===== config.mk =====
export PLATFORM = sky130hd
export DESIGN_NAME = divisor_count_trial_division
export DESIGN_NICKNAME = d
export VERILOG_FILES = /design/src/hw/rtl/dctd_pkg.sv /design/src/hw/rtl/dctd_datapath.sv /design/src/hw/rtl/dctd_ctrl.sv /design/src/hw/rtl/divisor_count_trial_division.sv
export SDC_FILE = /design/constraint.sdc
export NUM_CORES = 1
export LEC_CHECK = 0
export BUFFER_PORTS_ARGS = -buffer_cell sky130_fd_sc_hd__buf_2
export CAP_MARGIN = 20
export CORE_ASPECT_RATIO = 0.9
export CORE_MARGIN = 2
export CORE_UTILIZATION = 40
export CTS_CLUSTER_SIZE = 25
export DETAILED_ROUTE_END_ITERATION = 10
export PLACE_DENSITY = 0.59
export SLEW_MARGIN = 20
export SYNTH_ARGS = -nofsm -noshare
export SYNTH_HDL_FRONTEND = slang
export SYNTH_SLANG_ARGS = --single-unit

===== constraint.sdc =====
create_clock -name i_clk -period 14 [get_ports i_clk]
set_clock_uncertainty 0.15 [all_clocks]
set_input_delay 0.7 -clock i_clk [delete_from_list [all_inputs] [get_ports i_clk]]
set_output_delay 0.7 -clock i_clk [all_outputs]
set_load 0.03 [all_outputs]

===== src/hw/rtl/dctd_pkg.sv =====
// ============================================================================
// dctd_pkg
// Shared widths, constants and controller/datapath interface types for the
// trial-division divisor counter.
// ============================================================================
`default_nettype none

package dctd_pkg;

    localparam int VALUE_BITS   = 40;
    localparam int TRIAL_BITS   = 21;
    localparam int SQ_BITS      = 2 * TRIAL_BITS;
    localparam int EXP_BITS     = 6;
    localparam int FACTOR_BITS  = EXP_BITS + 1;
    localparam int PROD_BITS    = 13;
    localparam int OUT_BITS     = 13;
    localparam int CNT_BITS     = $clog2(VALUE_BITS);

    localparam logic [TRIAL_BITS-1:0] MAX_TRIAL_DIVISOR = TRIAL_BITS'(1048576);
    localparam logic [PROD_BITS-1:0]  PRODUCT_MAX       = {PROD_BITS{1'b1}};
    localparam logic [CNT_BITS-1:0]   DIV_LAST          = CNT_BITS'(VALUE_BITS - 1);

    typedef struct packed {
        logic load;
        logic square;
        logic div_start;
        logic div_step;
        logic accept_factor;
        logic next_div;
        logic final_scale;
        logic load_out;
    } t_dp_cmd;

    typedef struct packed {
        logic sq_le_rem;
        logic div_done;
        logic rem_zero;
        logic rem_gt_one;
    } t_dp_sts;

endpackage

`default_nettype wire


===== src/hw/rtl/dctd_datapath.sv =====
// ============================================================================
// dctd_datapath
// Remaining value, trial divisor, its square, a bit-serial restoring
// divider, exponent and saturating product, and the output word register.
// ============================================================================
`default_nettype none

module dctd_datapath (
    input  wire                               i_clk,
    input  wire                               i_rst_n,
    input  dctd_pkg::t_dp_cmd                 i_cmd,
    input  wire  [dctd_pkg::VALUE_BITS-1:0]   i_value,
    output dctd_pkg::t_dp_sts                 o_sts,
    output logic [dctd_pkg::OUT_BITS-1:0]     o_bases_with_zero
);

    logic [dctd_pkg::VALUE_BITS-1:0]  r_rem, n_rem;
    logic [dctd_pkg::TRIAL_BITS-1:0]  r_t, n_t;
    logic [dctd_pkg::SQ_BITS-1:0]     r_sq, n_sq;
    logic [dctd_pkg::VALUE_BITS-1:0]  r_quo, n_quo;
    logic [dctd_pkg::TRIAL_BITS-1:0]  r_part, n_part;
    logic [dctd_pkg::CNT_BITS-1:0]    r_cnt, n_cnt;
    logic [dctd_pkg::EXP_BITS-1:0]    r_exp, n_exp;
    logic [dctd_pkg::PROD_BITS-1:0]   r_prod, n_prod;
    logic [dctd_pkg::OUT_BITS-1:0]    r_out, n_out;

    logic [dctd_pkg::TRIAL_BITS:0]    shifted;
    logic [dctd_pkg::TRIAL_BITS:0]    diff;
    logic                             ge;
    logic [dctd_pkg::FACTOR_BITS-1:0] factor;
    logic [dctd_pkg::PROD_BITS+dctd_pkg::FACTOR_BITS-1:0] prod_full;
    logic [dctd_pkg::PROD_BITS-1:0]   prod_sat;

    always_comb begin
        shifted = {r_part, r_quo[dctd_pkg::VALUE_BITS-1]};
        diff    = shifted - {1'b0, r_t};
        ge      = (shifted >= {1'b0, r_t});

        factor = i_cmd.final_scale ? dctd_pkg::FACTOR_BITS'(2)
                                   : ({1'b0, r_exp} + dctd_pkg::FACTOR_BITS'(1));
        prod_full = {{dctd_pkg::FACTOR_BITS{1'b0}}, r_prod}
                  * {{dctd_pkg::PROD_BITS{1'b0}}, factor};
        prod_sat  = (prod_full > {{dctd_pkg::FACTOR_BITS{1'b0}}, dctd_pkg::PRODUCT_MAX})
                  ? dctd_pkg::PRODUCT_MAX : prod_full[dctd_pkg::PROD_BITS-1:0];
    end

    always_comb begin
        n_rem  = r_rem;
        n_t    = r_t;
        n_sq   = r_sq;
        n_quo  = r_quo;
        n_part = r_part;
        n_cnt  = r_cnt;
        n_exp  = r_exp;
        n_prod = r_prod;
        n_out  = r_out;
        if (i_cmd.load) begin
            n_rem  = i_value;
            n_t    = dctd_pkg::TRIAL_BITS'(2);
            n_exp  = '0;
            n_prod = dctd_pkg::PROD_BITS'(1);
        end
        if (i_cmd.square) begin
            n_sq = {{dctd_pkg::TRIAL_BITS{1'b0}}, r_t} * {{dctd_pkg::TRIAL_BITS{1'b0}}, r_t};
        end
        if (i_cmd.div_start) begin
            n_quo  = r_rem;
            n_part = '0;
            n_cnt  = '0;
        end
        if (i_cmd.div_step) begin
            n_part = ge ? diff[dctd_pkg::TRIAL_BITS-1:0]
                        : shifted[dctd_pkg::TRIAL_BITS-1:0];
            n_quo  = {r_quo[dctd_pkg::VALUE_BITS-2:0], ge};
            n_cnt  = r_cnt + dctd_pkg::CNT_BITS'(1);
        end
        if (i_cmd.accept_factor) begin
            n_rem  = r_quo;
            n_exp  = r_exp + dctd_pkg::EXP_BITS'(1);
            n_part = '0;
            n_cnt  = '0;
        end
        if (i_cmd.next_div) begin
            n_prod = prod_sat;
            n_exp  = '0;
            n_t    = (r_t == dctd_pkg::TRIAL_BITS'(2)) ? dctd_pkg::TRIAL_BITS'(3)
                                                      : r_t + dctd_pkg::TRIAL_BITS'(2);
        end
        if (i_cmd.final_scale) begin
            n_prod = prod_sat;
        end
        if (i_cmd.load_out) begin
            n_out = r_prod - dctd_pkg::OUT_BITS'(1);
        end
    end

    always_ff @(posedge i_clk) begin
        r_rem  <= n_rem;
        r_t    <= n_t;
        r_sq   <= n_sq;
        r_quo  <= n_quo;
        r_part <= n_part;
        r_cnt  <= n_cnt;
        r_exp  <= n_exp;
        r_prod <= n_prod;
        r_out  <= n_out;
    end

    always_comb begin
        o_sts.sq_le_rem  = (r_t <= dctd_pkg::MAX_TRIAL_DIVISOR)
                        && (r_sq <= {{(dctd_pkg::SQ_BITS-dctd_pkg::VALUE_BITS){1'b0}}, r_rem});
        o_sts.div_done   = (r_cnt == dctd_pkg::DIV_LAST);
        o_sts.rem_zero   = (r_part == '0);
        o_sts.rem_gt_one = (r_rem > dctd_pkg::VALUE_BITS'(1));
    end

    assign o_bases_with_zero = r_out;

    a_part_below_divisor: assert property (@(posedge i_clk) disable iff (!i_rst_n)
        i_cmd.div_step |=> (r_part < r_t))
        else $error("partial remainder not below trial divisor");

    a_prod_nonzero: assert property (@(posedge i_clk) disable iff (!i_rst_n)
        (i_cmd.next_div || i_cmd.final_scale) |=> (r_prod != '0))
        else $error("divisor product collapsed to zero");

endmodule

`default_nettype wire


===== src/hw/rtl/dctd_ctrl.sv =====
// ============================================================================
// dctd_ctrl
// Sequencer for trial division: square check, serial divide, factor test,
// final scaling and output word handoff.
// ============================================================================
`default_nettype none

module dctd_ctrl (
    input  wire                 i_clk,
    input  wire                 i_rst_n,
    input  wire                 i_in_valid,
    output logic                o_in_stall,
    output logic                o_out_valid,
    input  wire                 i_out_stall,
    input  dctd_pkg::t_dp_sts   i_sts,
    output dctd_pkg::t_dp_cmd   o_cmd
);

    localparam logic [2:0] S_IDLE   = 3'd0;
    localparam logic [2:0] S_SQUARE = 3'd1;
    localparam logic [2:0] S_CHECK  = 3'd2;
    localparam logic [2:0] S_DIV    = 3'd3;
    localparam logic [2:0] S_TEST   = 3'd4;
    localparam logic [2:0] S_FINAL  = 3'd5;
    localparam logic [2:0] S_DONE   = 3'd6;

    logic [2:0] r_state, n_state;
    logic       r_out_valid, n_out_valid;

    always_comb begin
        n_state = r_state;
        o_cmd   = '0;
        case (r_state)
            S_IDLE: begin
                if (i_in_valid) begin
                    o_cmd.load = 1'b1;
                    n_state    = S_SQUARE;
                end
            end
            S_SQUARE: begin
                o_cmd.square = 1'b1;
                n_state      = S_CHECK;
            end
            S_CHECK: begin
                if (i_sts.sq_le_rem) begin
                    o_cmd.div_start = 1'b1;
                    n_state         = S_DIV;
                end else begin
                    n_state = S_FINAL;
                end
            end
            S_DIV: begin
                o_cmd.div_step = 1'b1;
                if (i_sts.div_done) begin
                    n_state = S_TEST;
                end
            end
            S_TEST: begin
                if (i_sts.rem_zero) begin
                    o_cmd.accept_factor = 1'b1;
                    n_state             = S_DIV;
                end else begin
                    o_cmd.next_div = 1'b1;
                    n_state        = S_SQUARE;
                end
            end
            S_FINAL: begin
                o_cmd.final_scale = i_sts.rem_gt_one;
                n_state           = S_DONE;
            end
            S_DONE: begin
                if (!r_out_valid || !i_out_stall) begin
                    o_cmd.load_out = 1'b1;
                    n_state        = S_IDLE;
                end
            end
            default: begin
                n_state = S_IDLE;
            end
        endcase
    end

    always_comb begin
        n_out_valid = r_out_valid;
        if (o_cmd.load_out) begin
            n_out_valid = 1'b1;
        end else if (!i_out_stall) begin
            n_out_valid = 1'b0;
        end
    end

    always_ff @(posedge i_clk) begin
        if (!i_rst_n) begin
            r_state     <= S_IDLE;
            r_out_valid <= 1'b0;
        end else begin
            r_state     <= n_state;
            r_out_valid <= n_out_valid;
        end
    end

    assign o_in_stall  = (r_state != S_IDLE);
    assign o_out_valid = r_out_valid;

    a_accept_starts: assert property (@(posedge i_clk) disable iff (!i_rst_n)
        (i_in_valid && !o_in_stall) |=> (r_state == S_SQUARE))
        else $error("accepted word did not start factoring");

    a_factor_only_on_zero: assert property (@(posedge i_clk) disable iff (!i_rst_n)
        o_cmd.accept_factor |-> (r_state == S_TEST) && i_sts.rem_zero)
        else $error("factor taken with nonzero remainder");

    a_div_ends_in_test: assert property (@(posedge i_clk) disable iff (!i_rst_n)
        (r_state == S_DIV) && i_sts.div_done |=> (r_state == S_TEST))
        else $error("divide did not finish into test");

    a_no_overwrite: assert property (@(posedge i_clk) disable iff (!i_rst_n)
        o_cmd.load_out |-> (!r_out_valid || !i_out_stall))
        else $error("pending output word overwritten");

endmodule

`default_nettype wire


===== src/hw/rtl/divisor_count_trial_division.sv =====
// ============================================================================
// divisor_count_trial_division
// Counts the divisors of a 40-bit value, minus one, by trial division with
// 2 and every odd candidate while the candidate squared fits the remainder.
//
//   channel | ports                                   | direction
//   --------+-----------------------------------------+----------
//   in      | i_in_valid, o_in_stall, i_value         | to block
//   out     | o_out_valid, i_out_stall, o_bases_with_zero | from block
//
// Each trial divisor runs square, check, a bit-serial restoring divide and
// test; every factor found adds another divide and test, and the word
// finishes with final scaling and the output handoff, then returns to idle
// before the next word is taken.
// Synchronous active-low reset returns to idle with no output word pending.
// The output register lets a new word enter while a result waits; a stalled
// output holds the block only at the point of handing off the next result.
// ============================================================================
`default_nettype none

module divisor_count_trial_division (
    input  wire                              i_clk,
    input  wire                              i_rst_n,
    input  wire                              i_in_valid,
    output logic                             o_in_stall,
    input  wire  [dctd_pkg::VALUE_BITS-1:0]  i_value,
    output logic                             o_out_valid,
    input  wire                              i_out_stall,
    output logic [dctd_pkg::OUT_BITS-1:0]    o_bases_with_zero
);

    dctd_pkg::t_dp_cmd cmd;
    dctd_pkg::t_dp_sts sts;

    dctd_ctrl u_ctrl (
        .i_clk       (i_clk),
        .i_rst_n     (i_rst_n),
        .i_in_valid  (i_in_valid),
        .o_in_stall  (o_in_stall),
        .o_out_valid (o_out_valid),
        .i_out_stall (i_out_stall),
        .i_sts       (sts),
        .o_cmd       (cmd)
    );

    dctd_datapath u_datapath (
        .i_clk             (i_clk),
        .i_rst_n           (i_rst_n),
        .i_cmd             (cmd),
        .i_value           (i_value),
        .o_sts             (sts),
        .o_bases_with_zero (o_bases_with_zero)
    );

endmodule

`default_nettype wire


==> summary.txt <==
Status
  – Status: finished clean

Setup path
  – Critical path class: flip-flop to flip-flop
  – Worst R2R End: u_datapath.r_sq[38]$_DFFE_PP_
  – Worst Path Max Fanout: 16
  – R2R depth: 24
  – Max incr delay on CP: 0.81 ns
  – Critical Path RT: about 14 ns
  – Reg-to-reg critical path startpoint: u_datapath.r_t[10]$_SDFFCE_PP0P_
  – Slowest cell on the critical path: clkinv_1
  – Crit path DAT: 9.04 ns
  – R2R setup slack: a little over 5 ns
  – Worst setup EP type: flip-flop
  – Critical Path, Cell by Cell: clkinv_1, nor2_1, inv_1, fa_1, inv_1, fa_1, inv_1, fa_1, inv_1, fa_1, inv_1, fa_1, inv_1, fa_1, fa_1, ha_1, nand2_1, o21ai_0, o211ai_1, a31oi_1, o21ai_0, a21boi_0, o21ai_0, a211oi_1
  – Critical path launch point type: flip-flop
  – Most used cell, CP: fa_1

STA
  – Unrepaired setup endpoints after global routing: no
  – Max Freq: 113 MHz
  – Fin crit share: 0.631
  – Finish-stage setup viols: 0
  – Hold Fails Final Rpt: 0
  – Worst-Margin Slew: between 1 and 1.5 ns
  – Minimum clock period: slightly below 9 ns
  – Max-slew violation count: 0
  – Setup_tns: 0 ns
  – Worst slew margin: 0.325

Layout
  – Non-filler cells, final: 3609
  – Fillers: 6182
  – Final nets: 3401
  – Area Growth Syn to Fin: 7.66%
  – Layout cells sized above 1: 0.0501
  – Area of the multi-input gates: 17600 µm²
  – Reg area: 5790 µm²

Placed design
  – RePlAce Congestion: a little under 0.9
  – Placed Instances: 3561
  – Port Buf Inserts: 58
  – Detail Placement HPWL: 54.0 mm

GRT
  – Vias in the first global route: 20.1k
  – Largest net degree at the start of global routing: 84
  – Initial antenna violation count: 1
  – Total track usage: 0.206
  – GR Overflow Total: 0
  – First-pass GRT wire length: 108 mm

Routing
  – Max Used Layer: met5
  – Avg WL per Cell: 18.7 µm
  – Via count: approximately 19k
  – Met3 wire len: 4.46 mm
  – DR pass1 iterations: 7
  – Post-route ant nets: 0
  – Vias per cell: 5.27
  – Met1 Routed Length: 29.7 mm
  – Drt drc: 0
  – Starting DRC count in detailed routing: 1451
  – Final WL: 67.4 mm
  – Metal2 WL: 31.3 mm

Floorplanning
  – Die area: 66200 µm²
  – Site Rows: 88
  – Core footprint: ~64000 µm²
  – I/O Pins: 59
  – Initial Util: 0.403
  – Die width: 271 µm
  – Chip height: 244 µm

Min path
  – HP Class: input port to flip-flop
  – Hold Crit Start: i_rst_n
  – Worst hold path depth: 3
  – Hold path endpoint: u_ctrl.o_out_valid$_SDFFE_PN0P_

Clocking
  – CTS resizes: 0
  – Post-CTS setup buffers: 0
  – Worst-skew pair later-pin latency: 0.57 ns
  – Longest Clk Path Bufs: 3
  – Htree depth: 1
  – Clk sinks: 205
  – TritonCTS clock tree: done
  – Worst-path clk slew: 0.06 ns
  – Post-CTS Hold Buffers: 0
  – TritonCTS buffer count: 26
  – Clk root buf: clkbuf_16

Yosys
  – Post-synthesis sequential area ratio: 0.225
  – Syn_nets: 3404
  – Post-synth ARST share: 0
  – Top cells by area, synth: fa_1, edfxtp_1, ha_1
  – Post-synth top area share: 0.286
  – Post-Syn Area: 25700 µm²
  – Number of enable flip-flop cells after synthesis: 168
  – Main synth FF type: edfxtp_1
  – Synth warn: 0
  – Avg Cell Area, Syn: roughly 9.4 µm²
  – Count leader, synth: inv_1
  – Yosys top cell by area: fa_1
  – Synth cell types: between 60 and 70
  – Top cells by count, synth: inv_1, fa_1, nand2_1
  – Mapped Cells: 2737
  – Yosys reg bits: 205

Flow run
  – Total of max-cap violations: 0
[layout make-up]
cell class	count	share of cell area
diodes	1	0.0000906
clock buffers	32	0.0255
clock inverters	15	0.00530
inverters	504	0.0685
multi-input cells	1923	0.638
flip-flops and latches	205	0.209
well taps	855	0.0387
repair buffers	74	0.0149
[worst max-delay path: cells and delay by family, from the launching register on]
kind                       cells  cell delay, ns
adders and majority gates      8            4.00
AOI/OAI and AO/OA              7            1.91
and+or+nand+nor                2            0.57
DFF                            1            0.73
buffers and inverters          7            1.24
[state kept, by name, indices dropped and copies added, names as in the netlist]
name,cells
u_ctrl.r_state,3
u_datapath.r_exp,6
u_ctrl.o_out_valid,1
u_datapath.r_rem,40
u_datapath.r_sq,41
u_datapath.r_prod,13
u_datapath.r_part,21
u_datapath.r_cnt,6
u_datapath.r_quo,40
u_datapath.r_t,21
u_datapath.o_bases_with_zero,13
[layout by cell type (no fill, tap or decap), types with 5 or more instances in the layout]
master / n
xor2_1: 35
a21oi_1: 88
xnor2_1: 67
o211ai_1: 11
a211oi_1: 12
and3_1: 10
nand2b_1: 12
or2_2: 8
nor4_1: 19
inv_1: 496
o21bai_1: 6
a21boi_0: 6
edfxtp_1: 168
nand2_1: 362
nand3_1: 35
nand3b_1: 5
clkbuf_16: 26
nor3_1: 38
o31ai_1: 10
o2bb2ai_1: 14
nand4_1: 25
and2_1: 65
nor2_1: 193
o21a_1: 18
mux2i_1: 17
clkinv_2: 5
nor2b_1: 18
a21o_1: 40
or3_1: 11
buf_2: 58
dfxtp_1: 37
a31oi_1: 11
o21ai_0: 105
clkinv_1: 9
fa_1: 366
ha_1: 257
buf_4: 16
[cell families after synthesis]
family,count (synthesis),synth area share
flip-flops,205,0.225
AO/OA/AOI/OAI,359,0.0882
AND/OR/NAND/NOR,819,0.143
XOR/XNOR,102,0.0348
multiplexers,20,0.00795
adder cells (fa/ha/maj),623,0.411
buffers and inverters,609,0.0896
[worst max-delay path by stage]
| stage | start | cells past startpoint | slack [ns] | to |
|---|---|---|---|---|
| after floorplan | u_datapath.r_t[6]$_SDFFCE_PP0P_ | 26 | 6.81 | u_datapath.r_sq[40]$_DFFE_PP_ |
| after global placement | u_datapath.r_t[10]$_SDFFCE_PP0P_ | 25 | 5.29 | u_datapath.r_sq[40]$_DFFE_PP_ |
| after detailed placement | u_datapath.r_t[10]$_SDFFCE_PP0P_ | 24 | 5.24 | u_datapath.r_sq[38]$_DFFE_PP_ |
| after CTS | u_datapath.r_t[10]$_SDFFCE_PP0P_ | 24 | 5.18 | u_datapath.r_sq[38]$_DFFE_PP_ |
| after global routing | u_datapath.r_t[10]$_SDFFCE_PP0P_ | 24 | 4.78 | u_datapath.r_sq[38]$_DFFE_PP_ |
| final | u_datapath.r_t[10]$_SDFFCE_PP0P_ | 24 | 5.16 | u_datapath.r_sq[38]$_DFFE_PP_ |
[per-stage QoR]
stage	hold WS [ns]	setup slack, ns	util	area, µm²
after floorplan	0.281	6.81	-	25700
after global placement	0.303	5.29	0.420	26800
after detailed placement	0.327	5.24	0.420	26800
after CTS	0.218	5.18	0.433	27600
after global routing	0.243	4.78	0.433	27600
final	0.244	5.16	0.433	27600
[layer usage]
layer | up-vias | GRT usage
met4 | 2 | 0.0546
met1 | 9547 | 0.282
li1 | 8793 | -
met3 | 132 | 0.0363
met2 | 543 | 0.337
met5 | - | 0
Power is left out: the tool's default activity adds up to more than one toggle a clock period on the data nets, which glitch-free logic cannot reach.
